### config.mk
export PLATFORM = sky130hd
export DESIGN_NAME = base64_stream_encoder_core
export DESIGN_NICKNAME = d
export VERILOG_FILES = /design/src/b64e_pkg.sv /design/src/base64_stream_encoder_core.sv /design/src/b64e_front.sv /design/src/b64e_queue.sv /design/src/b64e_back.sv
export SDC_FILE = /design/constraint.sdc
export NUM_CORES = 1
export LEC_CHECK = 0
export ABC_AREA = 1
export BUFFER_PORTS_ARGS = -buffer_cell sky130_fd_sc_hd__buf_4
export CORE_ASPECT_RATIO = 1.25
export CORE_MARGIN = 2
export CORE_UTILIZATION = 50
export DETAILED_ROUTE_END_ITERATION = 10
export PLACE_DENSITY = 0.7
export RECOVER_POWER = 25
export SKIP_CTS_REPAIR_TIMING = 1
export SLEW_MARGIN = 10
export SYNTH_ARGS = -nofsm -noshare
export SYNTH_HDL_FRONTEND = slang
export SYNTH_SLANG_ARGS = --single-unit
### constraint.sdc
create_clock -name clock -period 3.9 [get_ports clock]
set_clock_uncertainty 0.2 [all_clocks]
set_input_delay 0.39 -clock clock [delete_from_list [all_inputs] [get_ports clock]]
set_output_delay 0.39 -clock clock [all_outputs]
set_load 0.02 [all_outputs]
### src/b64e_pkg.sv
// Shared types, constants and the symbol lookup for the base64 stream encoder.
// Used by the front end, the group queue, the back end and the top level.
package b64e_pkg;

   localparam int LineBlocksReset = 15;
   localparam int QueueDepthDefault = 2;

   localparam logic [7:0] PAD_CHAR = 8'h3D;
   localparam logic [7:0] NEWLINE_CHAR = 8'h0A;

   localparam logic [8*64-1:0] ALPHABET =
      "ABCDEFGHIJKLMNOPQRSTUVWXYZabcdefghijklmnopqrstuvwxyz0123456789+/";

   // Register indexes of the configuration port.
   localparam logic REG_LINE_BLOCKS = 1'b0;

   // One gathered group: up to three bytes, how many are real, and how it closes.
   typedef struct packed {
      logic [7:0] b0;
      logic [7:0] b1;
      logic [7:0] b2;
      logic [1:0] count;
      logic newline;
      logic last;
   } group_type;

   function automatic logic [7:0] sym(input logic [5:0] v);
      logic [5:0] pos;
      pos = 6'd63 - v;
      return ALPHABET[{pos, 3'b000} +: 8];
   endfunction

endpackage

### src/base64_stream_encoder_core.sv
// Base64 stream encoder with line wrapping: one raw byte per input item, one
// character per result item. The input side takes up to one byte per cycle
// while the group queue has room; the output register delivers one character
// per cycle while the receiver is ready: four for each group, and a newline
// where one follows. The single character output stage bounds the rate;
// QUEUE_DEPTH groups may wait between the byte gatherer and the character
// stage. The last byte of a stream yields its final group, padded if short,
// and a closing newline that carries tlast.
module base64_stream_encoder_core #(
   parameter int QUEUE_DEPTH = b64e_pkg::QueueDepthDefault
) (
   input  logic        clock,
   input  logic        reset,
   input  logic        req_tvalid,
   output logic        req_tready,
   input  logic [7:0]  req_tdata,    // [7:0] data_byte
   input  logic        req_tlast,    // end_of_stream
   output logic        rsp_tvalid,
   input  logic        rsp_tready,
   output logic [7:0]  rsp_tdata,    // [7:0] out_char
   output logic        rsp_tlast,    // last_char
   input  logic        csr_psel,
   input  logic        csr_penable,
   input  logic        csr_pwrite,
   input  logic [2:0]  csr_paddr,
   input  logic [31:0] csr_pwdata,
   output logic [31:0] csr_prdata,
   output logic        csr_pready
);

   logic [7:0]          line_blocks_ff, line_blocks_in;
   logic                reg_index;
   logic                push_valid;
   b64e_pkg::group_type push_data;
   logic                queue_full;
   logic                pop;
   logic                pop_valid;
   b64e_pkg::group_type pop_data;

   assign csr_pready = 1'b1;
   assign reg_index = csr_paddr[2];

   always_comb begin
      line_blocks_in = line_blocks_ff;
      if (csr_psel && csr_penable && csr_pwrite && csr_pready &&
          reg_index == b64e_pkg::REG_LINE_BLOCKS) begin
         line_blocks_in = csr_pwdata[7:0];
      end
      csr_prdata = (reg_index == b64e_pkg::REG_LINE_BLOCKS) ?
                   {24'd0, line_blocks_ff} : 32'd0;
   end

   always_ff @(posedge clock) begin
      if (reset) begin
         line_blocks_ff <= 8'(b64e_pkg::LineBlocksReset);
      end else begin
         line_blocks_ff <= line_blocks_in;
      end
   end

   b64e_front u_front (
      .clock       (clock),
      .reset       (reset),
      .req_tvalid  (req_tvalid),
      .req_tready  (req_tready),
      .req_tdata   (req_tdata),
      .req_tlast   (req_tlast),
      .line_blocks (line_blocks_ff),
      .queue_full  (queue_full),
      .push_valid  (push_valid),
      .push_data   (push_data)
   );

   b64e_queue #(
      .QUEUE_DEPTH (QUEUE_DEPTH)
   ) u_queue (
      .clock      (clock),
      .reset      (reset),
      .push_valid (push_valid),
      .push_data  (push_data),
      .full       (queue_full),
      .pop        (pop),
      .pop_valid  (pop_valid),
      .pop_data   (pop_data)
   );

   b64e_back u_back (
      .clock      (clock),
      .reset      (reset),
      .pop_valid  (pop_valid),
      .pop_data   (pop_data),
      .pop        (pop),
      .rsp_tvalid (rsp_tvalid),
      .rsp_tready (rsp_tready),
      .rsp_tdata  (rsp_tdata),
      .rsp_tlast  (rsp_tlast)
   );

endmodule

### src/b64e_front.sv
// Front end of the base64 stream encoder: accepts bytes, gathers groups of three
// and tracks line position. Depends on b64e_pkg.
module b64e_front (
   input  logic                clock,
   input  logic                reset,
   input  logic                req_tvalid,
   output logic                req_tready,
   input  logic [7:0]          req_tdata,   // [7:0] data_byte
   input  logic                req_tlast,   // end_of_stream
   input  logic [7:0]          line_blocks,
   input  logic                queue_full,
   output logic                push_valid,
   output b64e_pkg::group_type push_data
);

   logic [7:0] held0_ff, held0_in;
   logic [7:0] held1_ff, held1_in;
   logic [1:0] count_ff, count_in;
   logic [7:0] groups_ff, groups_in;
   logic       accept;
   logic       emit;
   logic [7:0] groups_next;
   logic       wrap;

   assign req_tready = !queue_full;
   assign accept = req_tvalid && req_tready;
   assign emit = accept && (req_tlast || count_ff == 2'd2);
   assign groups_next = groups_ff + 8'd1;
   assign wrap = groups_next >= line_blocks;

   always_comb begin
      held0_in = held0_ff;
      held1_in = held1_ff;
      count_in = count_ff;
      groups_in = groups_ff;
      push_valid = emit;
      push_data.b0 = (count_ff == 2'd0) ? req_tdata : held0_ff;
      push_data.b1 = (count_ff == 2'd1) ? req_tdata :
                     ((count_ff == 2'd2) ? held1_ff : 8'd0);
      push_data.b2 = (count_ff == 2'd2) ? req_tdata : 8'd0;
      push_data.count = count_ff + 2'd1;
      push_data.newline = req_tlast || wrap;
      push_data.last = req_tlast;
      if (accept) begin
         if (emit) begin
            count_in = 2'd0;
            if (req_tlast || wrap) begin
               groups_in = 8'd0;
            end else begin
               groups_in = groups_next;
            end
         end else begin
            if (count_ff == 2'd0) begin
               held0_in = req_tdata;
            end else begin
               held1_in = req_tdata;
            end
            count_in = count_ff + 2'd1;
         end
      end
   end

   always_ff @(posedge clock) begin
      held0_ff <= held0_in;
      held1_ff <= held1_in;
      if (reset) begin
         count_ff <= 2'd0;
         groups_ff <= 8'd0;
      end else begin
         count_ff <= count_in;
         groups_ff <= groups_in;
      end
   end

endmodule

### src/b64e_queue.sv
// Short queue of gathered groups between the front and the back end.
// Depends on b64e_pkg for the group record.
module b64e_queue #(
   parameter int QUEUE_DEPTH = b64e_pkg::QueueDepthDefault
) (
   input  logic                clock,
   input  logic                reset,
   input  logic                push_valid,
   input  b64e_pkg::group_type push_data,
   output logic                full,
   input  logic                pop,
   output logic                pop_valid,
   output b64e_pkg::group_type pop_data
);

   localparam int PtrWidth = (QUEUE_DEPTH > 1) ? $clog2(QUEUE_DEPTH) : 1;
   localparam logic [PtrWidth-1:0] LastPtr = PtrWidth'(QUEUE_DEPTH - 1);

   b64e_pkg::group_type entries_ff [QUEUE_DEPTH];
   logic [PtrWidth-1:0] wr_ptr_ff, wr_ptr_in;
   logic [PtrWidth-1:0] rd_ptr_ff, rd_ptr_in;
   logic [PtrWidth:0]   fill_ff, fill_in;
   logic                push;

   assign full = fill_ff == (PtrWidth+1)'(QUEUE_DEPTH);
   assign pop_valid = fill_ff != '0;
   assign pop_data = entries_ff[rd_ptr_ff];
   assign push = push_valid && !full;

   always_comb begin
      wr_ptr_in = wr_ptr_ff;
      rd_ptr_in = rd_ptr_ff;
      if (push) begin
         wr_ptr_in = (wr_ptr_ff == LastPtr) ? '0 : wr_ptr_ff + 1'b1;
      end
      if (pop) begin
         rd_ptr_in = (rd_ptr_ff == LastPtr) ? '0 : rd_ptr_ff + 1'b1;
      end
      fill_in = fill_ff;
      if (push && !pop) begin
         fill_in = fill_ff + 1'b1;
      end else if (pop && !push) begin
         fill_in = fill_ff - 1'b1;
      end
   end

   always_ff @(posedge clock) begin
      if (push) begin
         entries_ff[wr_ptr_ff] <= push_data;
      end
      if (reset) begin
         wr_ptr_ff <= '0;
         rd_ptr_ff <= '0;
         fill_ff <= '0;
      end else begin
         wr_ptr_ff <= wr_ptr_in;
         rd_ptr_ff <= rd_ptr_in;
         fill_ff <= fill_in;
      end
   end

`ifndef SYNTH
   a_pop_not_empty: assert property (@(posedge clock) disable iff (reset)
      pop |-> pop_valid)
      else $error("group queue popped while empty");
   a_fill_bound: assert property (@(posedge clock) disable iff (reset)
      fill_ff <= (PtrWidth+1)'(QUEUE_DEPTH))
      else $error("group queue fill count beyond depth");
   a_no_lost_push: assert property (@(posedge clock) disable iff (reset)
      push_valid |-> !full)
      else $error("group pushed into a full queue");
`endif

endmodule

### src/b64e_back.sv
// Back end of the base64 stream encoder: turns each queued group into four
// characters and an optional newline, one per cycle while not stalled. Depends on b64e_pkg.
module b64e_back (
   input  logic                clock,
   input  logic                reset,
   input  logic                pop_valid,
   input  b64e_pkg::group_type pop_data,
   output logic                pop,
   output logic                rsp_tvalid,
   input  logic                rsp_tready,
   output logic [7:0]          rsp_tdata,   // [7:0] out_char
   output logic                rsp_tlast    // last_char
);

   localparam logic [2:0] POS_SYM0 = 3'd0;
   localparam logic [2:0] POS_SYM1 = 3'd1;
   localparam logic [2:0] POS_SYM2 = 3'd2;
   localparam logic [2:0] POS_SYM3 = 3'd3;
   localparam logic [2:0] POS_NEWLINE = 3'd4;

   b64e_pkg::group_type cur_ff, cur_in;
   logic       cur_valid_ff, cur_valid_in;
   logic [2:0] pos_ff, pos_in;
   logic       rsp_valid_ff, rsp_valid_in;
   logic [7:0] rsp_char_ff, rsp_char_in;
   logic       rsp_last_ff, rsp_last_in;
   logic       load;
   logic       final_char;
   logic [7:0] next_char;

   assign load = cur_valid_ff && (!rsp_valid_ff || rsp_tready);
   assign final_char = (pos_ff == POS_NEWLINE) || (pos_ff == POS_SYM3 && !cur_ff.newline);
   assign pop = pop_valid && (!cur_valid_ff || (load && final_char));

   always_comb begin
      case (pos_ff)
         POS_SYM0: next_char = b64e_pkg::sym(cur_ff.b0[7:2]);
         POS_SYM1: next_char = b64e_pkg::sym({cur_ff.b0[1:0], cur_ff.b1[7:4]});
         POS_SYM2: next_char = (cur_ff.count > 2'd1) ?
                               b64e_pkg::sym({cur_ff.b1[3:0], cur_ff.b2[7:6]}) :
                               b64e_pkg::PAD_CHAR;
         POS_SYM3: next_char = (cur_ff.count > 2'd2) ?
                               b64e_pkg::sym(cur_ff.b2[5:0]) : b64e_pkg::PAD_CHAR;
         default:  next_char = b64e_pkg::NEWLINE_CHAR;
      endcase
   end

   always_comb begin
      cur_in = cur_ff;
      cur_valid_in = cur_valid_ff;
      pos_in = pos_ff;
      rsp_valid_in = rsp_valid_ff;
      rsp_char_in = rsp_char_ff;
      rsp_last_in = rsp_last_ff;
      if (load) begin
         rsp_valid_in = 1'b1;
         rsp_char_in = next_char;
         rsp_last_in = (pos_ff == POS_NEWLINE) && cur_ff.last;
         if (final_char) begin
            cur_valid_in = 1'b0;
         end else begin
            pos_in = pos_ff + 3'd1;
         end
      end else if (rsp_tready) begin
         rsp_valid_in = 1'b0;
      end
      if (pop) begin
         cur_in = pop_data;
         cur_valid_in = 1'b1;
         pos_in = POS_SYM0;
      end
   end

   always_ff @(posedge clock) begin
      cur_ff <= cur_in;
      rsp_char_ff <= rsp_char_in;
      rsp_last_ff <= rsp_last_in;
      if (reset) begin
         cur_valid_ff <= 1'b0;
         pos_ff <= POS_SYM0;
         rsp_valid_ff <= 1'b0;
      end else begin
         cur_valid_ff <= cur_valid_in;
         pos_ff <= pos_in;
         rsp_valid_ff <= rsp_valid_in;
      end
   end

   assign rsp_tvalid = rsp_valid_ff;
   assign rsp_tdata = rsp_char_ff;
   assign rsp_tlast = rsp_last_ff;

`ifndef SYNTH
   a_last_is_newline: assert property (@(posedge clock) disable iff (reset)
      rsp_valid_ff && rsp_last_ff |-> rsp_char_ff == b64e_pkg::NEWLINE_CHAR)
      else $error("last character is not a newline");
   a_pos_range: assert property (@(posedge clock) disable iff (reset)
      cur_valid_ff |-> pos_ff <= POS_NEWLINE)
      else $error("character position out of range");
   a_newline_pos: assert property (@(posedge clock) disable iff (reset)
      cur_valid_ff && pos_ff == POS_NEWLINE |-> cur_ff.newline)
      else $error("newline position reached for a group without newline");
`endif

endmodule

==> results of run 1 <==
## flip-flops by register name (all words and copies together) (netlist names)
name,cells
u_queue.entries_ff,56
u_back.cur_ff,28
line_blocks_ff,8
u_front.groups_ff,8
u_front.held0_ff,8
u_front.held1_ff,8
u_back.rsp_tdata,7
u_back.pos_ff,3
u_front.count_ff,2
u_queue.fill_ff,2
u_back.cur_valid_ff,1
u_back.rsp_tlast,1
u_back.rsp_tvalid,1
u_queue.rd_ptr_ff,1
u_queue.wr_ptr_ff,1
## cells in the final DEF (no fill, tap or decap), drive strengths merged, types with 3 or more instances in the layout
master,Yosys,final
conb,2,26
dfxtp,27,27
nand2,242,242
ha,35,35
a21oi,33,33
clkbuf,14,56
inv,101,101
clkinv,0,3
xor2,5,5
nand3,44,44
nor2,76,76
o21ai,45,45
dlygate4sd3,0,10
nand4,7,7
or2,3,3
buf,33,20
o211ai,13,13
edfxtp,108,108
## per-layer routing
metal / vias to the layer above / GRT usage
met1: 2296 / 0.226
met3: 21 / 0.0419
met4: 0 / 0.0708
met5: - / 0
met2: 105 / 0.316
li1: 2672 / -
## area by class of cell
type,count,share of cell area
clock buffers,28,0.0734
clock inverters,4,0.00279
inverters,101,0.0470
multi-input cells,541,0.337
flip-flops and latches,135,0.469
well taps,175,0.0271
repair buffers,58,0.0441
## critical path: stages (launching register included)
cell,delay (ns)
dfxtp_1,0.31
inv_1,0.14
ha_1,0.66
inv_1,0.17
a21oi_4,0.32
inv_2,0.18
nor2_2,0.11
buf_4,0.36
## power by group
group / switching (uW) / internal, uW / total (uW) / leakage, uW
Combinational: 1370 / 632 / 2000 / 0.00203
Clock: 554 / 1030 / 1590 / 0.000303
Sequential: 195 / 1980 / 2170 / 0.00123
## cell usage after synthesis, types with 6 or more instances
cell	instances
nand2_2	9
a21oi_1	32
nand2_1	230
edfxtp_1	108
o21ai_0	38
nand3_1	44
clkbuf_1	14
o21ai_1	6
buf_4	26
dfxtp_1	27
inv_1	98
nand4_1	7
o211ai_1	13
nor2_1	74
ha_1	35
## per-stage QoR
step           setup WS [ns]  instances
2_1_floorplan          0.866        824
3_3_place_gp            1.14       1000
3_5_place_dp            1.12       1000
4_1_cts                 1.11       1032
5_1_grt                0.867       1042
6_report                1.10       1042
## how the worst max path moves through the flow
stage                              startpoint                        end  slack (ns)  cells past startpoint
after floorplan           u_front.count_ff[0]   u_queue.entries_ff[1][0]        0.87                      8
after global placement    u_front.count_ff[0]   u_queue.entries_ff[0][6]        1.14                      7
after detailed placement  u_front.count_ff[0]   u_queue.entries_ff[0][7]        1.12                      7
after CTS                 u_front.count_ff[0]  u_queue.entries_ff[0][15]        1.11                      7
after global routing         u_back.pos_ff[0]         u_queue.fill_ff[1]        0.87                     11
final                     u_front.count_ff[0]  u_queue.entries_ff[0][12]        1.10                      7
## logic make-up (layout without fill, tap and decap cells)
logic type      after synthesis  count (layout)  synth area share
compound gates               98              98            0.0798
other cells                   2              26           0.00106
xor+xnor                      5               5           0.00619
mux                           1               1           0.00159
buf+inv                     148             191            0.0946
fa+ha+maj                    35              35            0.0619
simple gates                376             376             0.220
flops                       135             135             0.535
==> impl_results.md, run 1 <==
- Hold path depth: 3
- Hold Fails Final Rpt: 0
- CTS buffer count: 17
- Worst Path Max Fanout: 28
- Slew Viols, Final: 0
- Clk buf depth: 2
- Top layer reached by signal wires: met4
- Critical Path RT: 3.77 ns
- Register area share after synthesis: 0.535
- DR vias: 5094
- Diodes inserted: 0
- Area of the multi-input gates: 2720 um2
- Root buf cell: clkbuf_16
- CORE AREA: 13800 um2
- Netlist cell types: 37
- Outcome: finished clean
- P_leak: 0.00356 uW
- Drt drc: 0
- Initial DRT Pass Iterations: 4
- I/O Pins: 95
- Crit end category: register
- Seq cells post-synth: 135
- Detail Route Antenna Nets: 0
- WS Path Type: register to register
- Synth top area cells: edfxtp_1, nand2_1, dfxtp_1
- Total die area: 15100 um2
- R2r worst-path depth: 7
- PortBufs: 42
- Worst rel slew slack: 0.391
- Wire length on met3: 485 um
- CTS tree: built
- Initial Utilization: 0.512
- Hold Crit Endpoint: line_blocks_ff[0]
- Main synth FF type: edfxtp_1
- Core Util, Final: 0.584
- Min Hold Slack: 0.000291 ns
- Final Cycle Share: 0.718
- Fillers: 1223
- Final Instance Area: 8070 um2
- Hold crit path type: input pin to register
- Worst vdd ir: 0.314 mV
- Reg2reg end: u_queue.entries_ff[0][12]
- Max Cap Viol: 0
- RePlAce Congestion: 0.912
- Hold Crit Start: csr_pwdata[0]
- Syn_area_per_cell: 8.84 um2
- Worst-Margin Slew: 0.912 ns
- Fmax: 357 MHz
- Reg2reg start: u_front.count_ff[0]
- Async S/R FF share, synth: 0
- Largest net degree at the start of global routing: 31
- Mapped Area: 7070 um2
- Die Y: 137 um
- Post-Synthesis Cells: 800
- Routed wire per std cell: 12.6 um
- Vias in the first global route: 4605
- Detailed Route Iter0 Violations: 281
- Layout cell share with drive strength beyond 1: 0.0842
- Num rows: 48
- Gr ovfl total: 0
- Total Routing Usage GR: 0.185
- Final WL: 13.1 mm
- Initial antenna violation count: 0
- Pwr dens: 714 nW/um2
- Clock-pin slew on the worst setup and hold paths: 0.06 ns
- Final Setup Violations: 0
- Seq. cell area: 3780 um2
- DIE WIDTH: 110 um
- Critical Path Source Type: register
- CTS sink count: 135
- Final Power: 5760 uW
- Area after DPL: 7460 um2
- Clock H-tree levels: 4
- Yosys top cell area share: 0.459
- Area leader, netlist: edfxtp_1
- Worst EP arrival: 2.66 ns
- Post-synth EDFFs: 108
- First-pass GRT wire length: 21.4 mm
- Clk_lat worst skew: 0.41 ns
- Area growth syn-to-layout: 14.0%
- Final min period: 2.80 ns
- R2R Setup Slk: 1.10 ns
- RSZ-0062 raised after global routing: no
- Yosys warns: 0
- Final HPWL DP: 9.24 mm
- Vias/cell: 4.89
- Wire length on met1: 5.68 mm
- Setup TNS: 0 ns
- Met2 WL: 6.68 mm
- Final net count: 940
(Power assumes the default switching activity.)
==> run 2: changes to the inputs <==
--- a/config.mk
+++ b/config.mk
@@ -11,7 +11,7 @@
 export CORE_MARGIN = 2
 export CORE_UTILIZATION = 50
 export DETAILED_ROUTE_END_ITERATION = 10
-export PLACE_DENSITY = 0.7
+export PLACE_DENSITY = 0.73
 export RECOVER_POWER = 25
 export SKIP_CTS_REPAIR_TIMING = 1
 export SLEW_MARGIN = 10
==> constraint.sdc (replaced) <==
create_clock -name clock -period 2.5 [get_ports clock]
set_clock_uncertainty 0.2 [all_clocks]
set_input_delay 0.25 -clock clock [delete_from_list [all_inputs] [get_ports clock]]
set_output_delay 0.25 -clock clock [all_outputs]
set_load 0.02 [all_outputs]
==> impl_results.md, run 2 (synthesis gave the netlist of run 1 again) <==
- Outcome: finished clean (unchanged)
- Largest net degree at the start of global routing: 30 (was 31)
- Critical Path Source Type: register (unchanged)
- Hold crit path type: input pin to register (unchanged)
- Fmax: 417 MHz (was 357 MHz)
- Crit-path most repeated cell: nor2_1 (was inv_1)
- Total die area: 15100 um2 (unchanged)
- Total Routing Usage GR: 0.193 (was 0.185)
- Die Y: 137 um (unchanged)
- Critical path buffers and inverters: 4 (unchanged)
- Top delay family on crit path: simple AND/OR/NAND/NOR gates (was buffers and inverters)
- Diodes inserted: 0 (unchanged)
- Commonest non-fill, non-tap cell in the layout: nand2_1 (unchanged)
- Commonest cells after routing, fill and taps aside: nand2_1, edfxtp_1, inv_1 (unchanged)
- I/O Pins: 95 (unchanged)
- P_leak: 0.00364 uW (was 0.00356 uW)
- Seq. cell area: 3790 um2 (was 3780 um2)
- DP Cell Count: 1013 (was 1000)
- Initial DRT Pass Iterations: 6 (was 4)
- DIE WIDTH: 110 um (unchanged)
- Critical Path RT: 2.65 ns (was 3.77 ns)
- PortBufs: 42 (unchanged)
- Clock H-tree levels: 4 (unchanged)
- Setup TNS: 0 ns (unchanged)
- CORE AREA: 13800 um2 (unchanged)
- CTS sink count: 135 (unchanged)
- Crit end category: register (unchanged)
- Pwr dens: 1080 nW/um2 (was 714 nW/um2)
- Top reg by flops: u_queue.entries_ff (unchanged)
- CTS buffer count: 17 (unchanged)
- CTS tree: built (unchanged)
- Worst EP arrival: 2.54 ns (was 2.66 ns)
- CP cell instances: nand3_2 -> inv_1 -> nand2_1 -> inv_1 -> or2_2 -> nand2_1 -> inv_1 -> ha_1 -> a21o_1 -> nor2_1 -> nand4_1 -> buf_2 -> nor2_1 -> nor2_1 -> nor2_1 (was inv_1 -> ha_1 -> inv_1 -> a21oi_4 -> inv_2 -> nor2_2 -> buf_4)
- WS Path Type: register to register (unchanged)
- Worst Path Max Fanout: 5 (was 28)
- Gr ovfl total: 0 (unchanged)
- Area of the multi-input gates: 2760 um2 (was 2720 um2)
- Final WL: 14.0 mm (was 13.1 mm)
- Largest register FFs: 56 (unchanged)
- Detail Route Antenna Nets: 0 (unchanged)
- Detailed Route Iter0 Violations: 252 (was 281)
- Layout cell share with drive strength beyond 1: 0.115 (was 0.0842)
- Final Non-Filler Cells: 1069 (was 1042)
- Area growth syn-to-layout: 17.4% (was 14.0%)
- Num rows: 48 (unchanged)
- Worst-Margin Slew: 0.889 ns (was 0.912 ns)
- Routed wire per std cell: 13.1 um (was 12.6 um)
- Critical-path cell with the highest stage delay: dfxtp_4 (was ha_1)
- Slowest Stage Delay on Critical Path: 0.36 ns (was 0.66 ns)
- Final HPWL DP: 9.94 mm (was 9.24 mm)
- RePlAce Congestion: 0.880 (was 0.912)
- Initial antenna violation count: 0 (unchanged)
- First-pass GRT wire length: 22.3 mm (was 21.4 mm)
- Fillers: 1220 (was 1223)
- Slew Viols, Final: 0 (unchanged)
- Max Cap Viol: 0 (unchanged)
- Vias/cell: 4.91 (was 4.89)
- RSZ-0062 raised after global routing: yes (was no)
- Clk buf depth: 2 (unchanged)
- Largest regs: u_queue.entries_ff (56), u_back.cur_ff (28) (unchanged)
- Initial Utilization: 0.512 (unchanged)
- Final net count: 967 (was 940)
- Final Setup Violations: 0 (unchanged)
- Hold Fails Final Rpt: 0 (unchanged)
- Drt drc: 0 (unchanged)
- DR vias: 5245 (was 5094)
- Vias in the first global route: 4774 (was 4605)
- Clk_lat worst skew: 0.41 ns (about the same)
- Final Cycle Share: 0.959 (was 0.718)
- Min Hold Slack: 0.208 ns (was 0.000291 ns)
- Root buf cell: clkbuf_16 (unchanged)
- Final min period: 2.40 ns (was 2.80 ns)
- Worst rel slew slack: 0.407 (was 0.391)
- Clock-pin slew on the worst setup and hold paths: 0.06 ns (about the same)
- Worst vdd ir: 0.522 mV (was 0.314 mV)
run 2: cell types whose count changed in the layout (fill, tap and decap cells not counted), moves of 3 or more:
| cell | before | now |
|---|---|---|
| inv_6 | 0 | 3 |
| clkinvlp_4 | 1 | 4 |
| clkbuf_8 | 4 | 0 |
| buf_4 | 20 | 33 |
| dlygate4sd3_1 | 10 | 20 |
| dfxtp_2 | 0 | 3 |
| dfxtp_1 | 27 | 23 |
| clkinv_4 | 0 | 4 |
| clkbuf_16 | 21 | 17 |
run 2: report_power, final:
| part | internal [uW] | leakage (uW) | total, uW | switching, uW |
|---|---|---|---|---|
| Combinational | 1120 | 0.00215 | 3260 | 2140 |
| Clock | 1370 | 0.000262 | 2330 | 953 |
| Sequential | 3080 | 0.00123 | 3400 | 312 |
| Total | 5570 | 0.00364 | 8980 | 3410 |
run 2: final timing paths:
| kind | cells past startpoint | slack (ns) | end | startpoint |
|---|---|---|---|---|
| setup reg to reg | 15 | 0.10 | u_front.groups_ff[2] | u_front.groups_ff[0] |
| hold reg to reg | 2 | 0.29 | u_queue.fill_ff[1] | u_queue.fill_ff[1] |
| hold / removal | 3 | 0.21 | line_blocks_ff[0] | csr_psel |
| setup / recovery | 15 | 0.10 | u_front.groups_ff[2] | u_front.groups_ff[0] |
run 2: worst reg2reg max path: cells and delay by family (launching register included):
kind | cells | cell delay, ns
adder cells (fa/ha/maj) | 1 | 0.29
flip-flops | 1 | 0.36
buffers and inverters | 4 | 0.35
AO/OA/AOI/OAI | 1 | 0.18
AND/OR/NAND/NOR | 9 | 0.96
run 2: cell type report:
class                           instances  area share
Sequential cell                       135       0.456
Multi-Input combinational cell        541       0.332
Timing Repair Buffer                   85      0.0719
Clock buffer                           18      0.0517
Inverter                              101      0.0461
Tap cell                              175      0.0264
Clock inverter                         14      0.0152
run 2: layer usage:
| metal | GRT usage | routed length [um] |
|---|---|---|
| met1 | 0.234 | 5880 |
| met3 | 0.0433 | 409 |
| met4 | 0.0653 | 214 |
| met5 | 0 | 0 |
| met2 | 0.335 | 7500 |
run 2: metrics by stage:
stage                     area, um2  total power, uW  worst slack (ns)  utilization
final                          8310             8980             0.101        0.601
after global routing           8310             9660           -0.0625        0.601
after CTS                      8140             9020            0.0630        0.589
after detailed placement       7590             6680            0.0795        0.549
after global placement         7590             6600             0.147        0.549
after floorplan                7190             5800            0.0832            -
==> run 3: changes to the inputs <==
--- a/config.mk
+++ b/config.mk
@@ -11,7 +11,7 @@
 export CORE_MARGIN = 2
 export CORE_UTILIZATION = 50
 export DETAILED_ROUTE_END_ITERATION = 10
-export PLACE_DENSITY = 0.73
+export PLACE_DENSITY = 0.74
 export RECOVER_POWER = 25
 export SKIP_CTS_REPAIR_TIMING = 1
 export SLEW_MARGIN = 10
==> impl_results.md, run 3 (synthesis gave the netlist of run 1 again) <==
- Critical Path RT: 2.64 ns (was 2.65 ns)
- Slowest Stage Delay on Critical Path: 0.36 ns (about the same)
- Worst rel slew slack: 0.513 (was 0.407)
- Worst Setup Slack, final: 0.0660 ns (was 0.101 ns)
- Worst Path Max Fanout: 5 (unchanged)
- CORE AREA: 13800 um2 (unchanged)
- Fmax: 411 MHz (was 417 MHz)
- Total die area: 15100 um2 (unchanged)
- Diodes inserted: 0 (unchanged)
- Outcome: complete, but fails checks (was finished clean)
- Top reg by flops: u_queue.entries_ff (unchanged)
- Vias/cell: 4.93 (was 4.91)
- Final HPWL DP: 9.72 mm (was 9.94 mm)
- Min Hold Slack: -0.0483 ns (was 0.208 ns)
- Max Cap Viol: 0 (unchanged)
- Drt drc: 0 (unchanged)
- Crit end category: register (unchanged)
- Largest regs: u_queue.entries_ff (56), u_back.cur_ff (28) (unchanged)
- Clock-pin slew on the worst setup and hold paths: 0.06 ns (about the same)
- Critical Path Source Type: register (unchanged)
- Met1 Use GR: 0.233 (was 0.234)
- Clock H-tree levels: 4 (unchanged)
- Fillers: 1140 (was 1220)
- RePlAce Congestion: 0.845 (was 0.880)
- Busiest layer in global routing: met2 (unchanged)
- Initial DRT Pass Iterations: 5 (was 6)
- Final Non-Filler Cells: 1068 (was 1069)
- DR vias: 5269 (was 5245)
- CTS tree: built (unchanged)
- Final WL: 14.1 mm (was 14.0 mm)
- Critical-path cell with the highest stage delay: dfxtp_4 (unchanged)
- Largest register FFs: 56 (unchanged)
- Hold Fails Final Rpt: 2 (was 0)
- Failing checks: hold timing
- WS Path Type: register to register (unchanged)
- PortBufs: 42 (unchanged)
- Initial Utilization: 0.512 (unchanged)
- CTS buffer count: 17 (unchanged)
- Worst-Margin Slew: 0.731 ns (was 0.889 ns)
- Met2 usage: 0.327 (was 0.335)
- Root buf cell: clkbuf_16 (unchanged)
- Crit-path most repeated cell: nor2_1 (unchanged)
- Setup WS pre-CTS: 0.103 ns (was 0.0795 ns)
- Routed wire per std cell: 13.2 um (was 13.1 um)
- Gr ovfl total: 0 (unchanged)
- Final Power: 9370 uW (was 8980 uW)
- Layout cell share with drive strength beyond 1: 0.129 (was 0.115)
- R2R Setup Slk: 0.07 ns (was 0.10 ns)
- CP cell instances: nand3_2 -> inv_2 -> nand2_1 -> inv_1 -> or2_2 -> nand2_2 -> inv_1 -> ha_4 -> a21o_1 -> nor2_1 -> nand4_1 -> buf_4 -> nor2_2 -> nor2_1 -> nor2_1 (was nand3_2 -> inv_1 -> nand2_1 -> inv_1 -> or2_2 -> nand2_1 -> inv_1 -> ha_1 -> a21o_1 -> nor2_1 -> nand4_1 -> buf_2 -> nor2_1 -> nor2_1 -> nor2_1)
- Initial antenna violation count: 0 (unchanged)
- P_leak: 0.00367 uW (was 0.00364 uW)
- DIE WIDTH: 110 um (unchanged)
- Slew Viols, Final: 0 (unchanged)
- Clk_lat worst skew: 0.41 ns (about the same)
- I/O Pins: 95 (unchanged)
- First-pass GRT wire length: 22.2 mm (was 22.3 mm)
- Detail Route Antenna Nets: 0 (unchanged)
- Final net count: 966 (was 967)
- Num rows: 48 (unchanged)
- Worst vdd ir: 0.544 mV (was 0.522 mV)
- Die Y: 137 um (unchanged)
- Pwr dens: 1110 nW/um2 (was 1080 nW/um2)
- CTS sink count: 135 (unchanged)
- Detailed Route Iter0 Violations: 267 (was 252)
- Total Routing Usage GR: 0.190 (was 0.193)
- Final Cycle Share: 0.974 (was 0.959)
- Clk buf depth: 2 (unchanged)
- Commonest non-fill, non-tap cell in the layout: nand2_1 (unchanged)
- Final min period: 2.43 ns (was 2.40 ns)
- Vias in the first global route: 4807 (was 4774)
- Commonest cells after routing, fill and taps aside: nand2_1, edfxtp_1, inv_1 (unchanged)
- Largest net degree at the start of global routing: 31 (was 30)
- Final Setup Violations: 0 (unchanged)
- Worst EP arrival: 2.58 ns (was 2.54 ns)
- Met3 Usage GRT: 0.0381 (was 0.0433)
- Core Util, Final: 0.612 (was 0.601)
- DP Cell Count: 1014 (was 1013)
- Hold crit path type: input pin to register (unchanged)
- Area growth syn-to-layout: 19.5% (was 17.4%)
==> run 3: cell types whose count changed in the layout (fill, tap and decap cells not counted), sizes merged <==
cell         change
clkinv           -1
clkbuf           +2
dlygate4sd3      -2
buf              -1
inv              -3
bufinv           +4
==> run 3: final timing paths <==
| path | startpoint | endpoint | depth (start not counted) |
|---|---|---|---|
| setup / recovery | u_front.groups_ff[0] | u_front.groups_ff[4] | 15 |
| hold / removal | rsp_tready | u_back.rsp_tvalid | 4 |
| setup reg to reg | u_front.groups_ff[0] | u_front.groups_ff[4] | 15 |
| hold reg to reg | u_front.count_ff[1] | u_front.count_ff[1] | 2 |
==> run 3: per-layer routing <==
layer  wire length, um  part of all wire
met3               493             0.035
met4               302             0.021
met5                 0                 0
met1              5930              0.42
met2              7380              0.52
==> run 3: metrics by stage <==
step / instance area, um2 / setup TNS [ns]
floorplan: 7190 / 0
global placement: 7620 / 0
detailed placement: 7620 / 0
CTS: 8250 / -0.0297
global route: 8450 / -0.423
finish: 8450 / 0
==> run 3: final cells by class <==
cell class	count	area [um2]	area share
sequential	135	3790	0.449
multi-input combinational	541	2820	0.334
timing repair buffer	84	603	0.0714
clock buffer	18	429	0.0508
inverter	101	383	0.0453
tap	175	219	0.0259
clock inverter	14	206	0.0244
==> run 3: critical path: cells and delay by family (launching register included) <==
family	cells	cell delay (ns)
buffers and inverters	4	0.39
DFF	1	0.36
AOI/OAI and AO/OA	1	0.18
adders and majority gates	1	0.23
and+or+nand+nor	9	1.00
==> run 3: where the power goes <==
group          internal, uW  switching [uW]  leakage (uW)  total, uW
sequential             3090             329       0.00123       3410
combinational          1140            2160       0.00215       3300
clock                  1760             897      0.000299       2650
total                  5980            3390       0.00367       9370
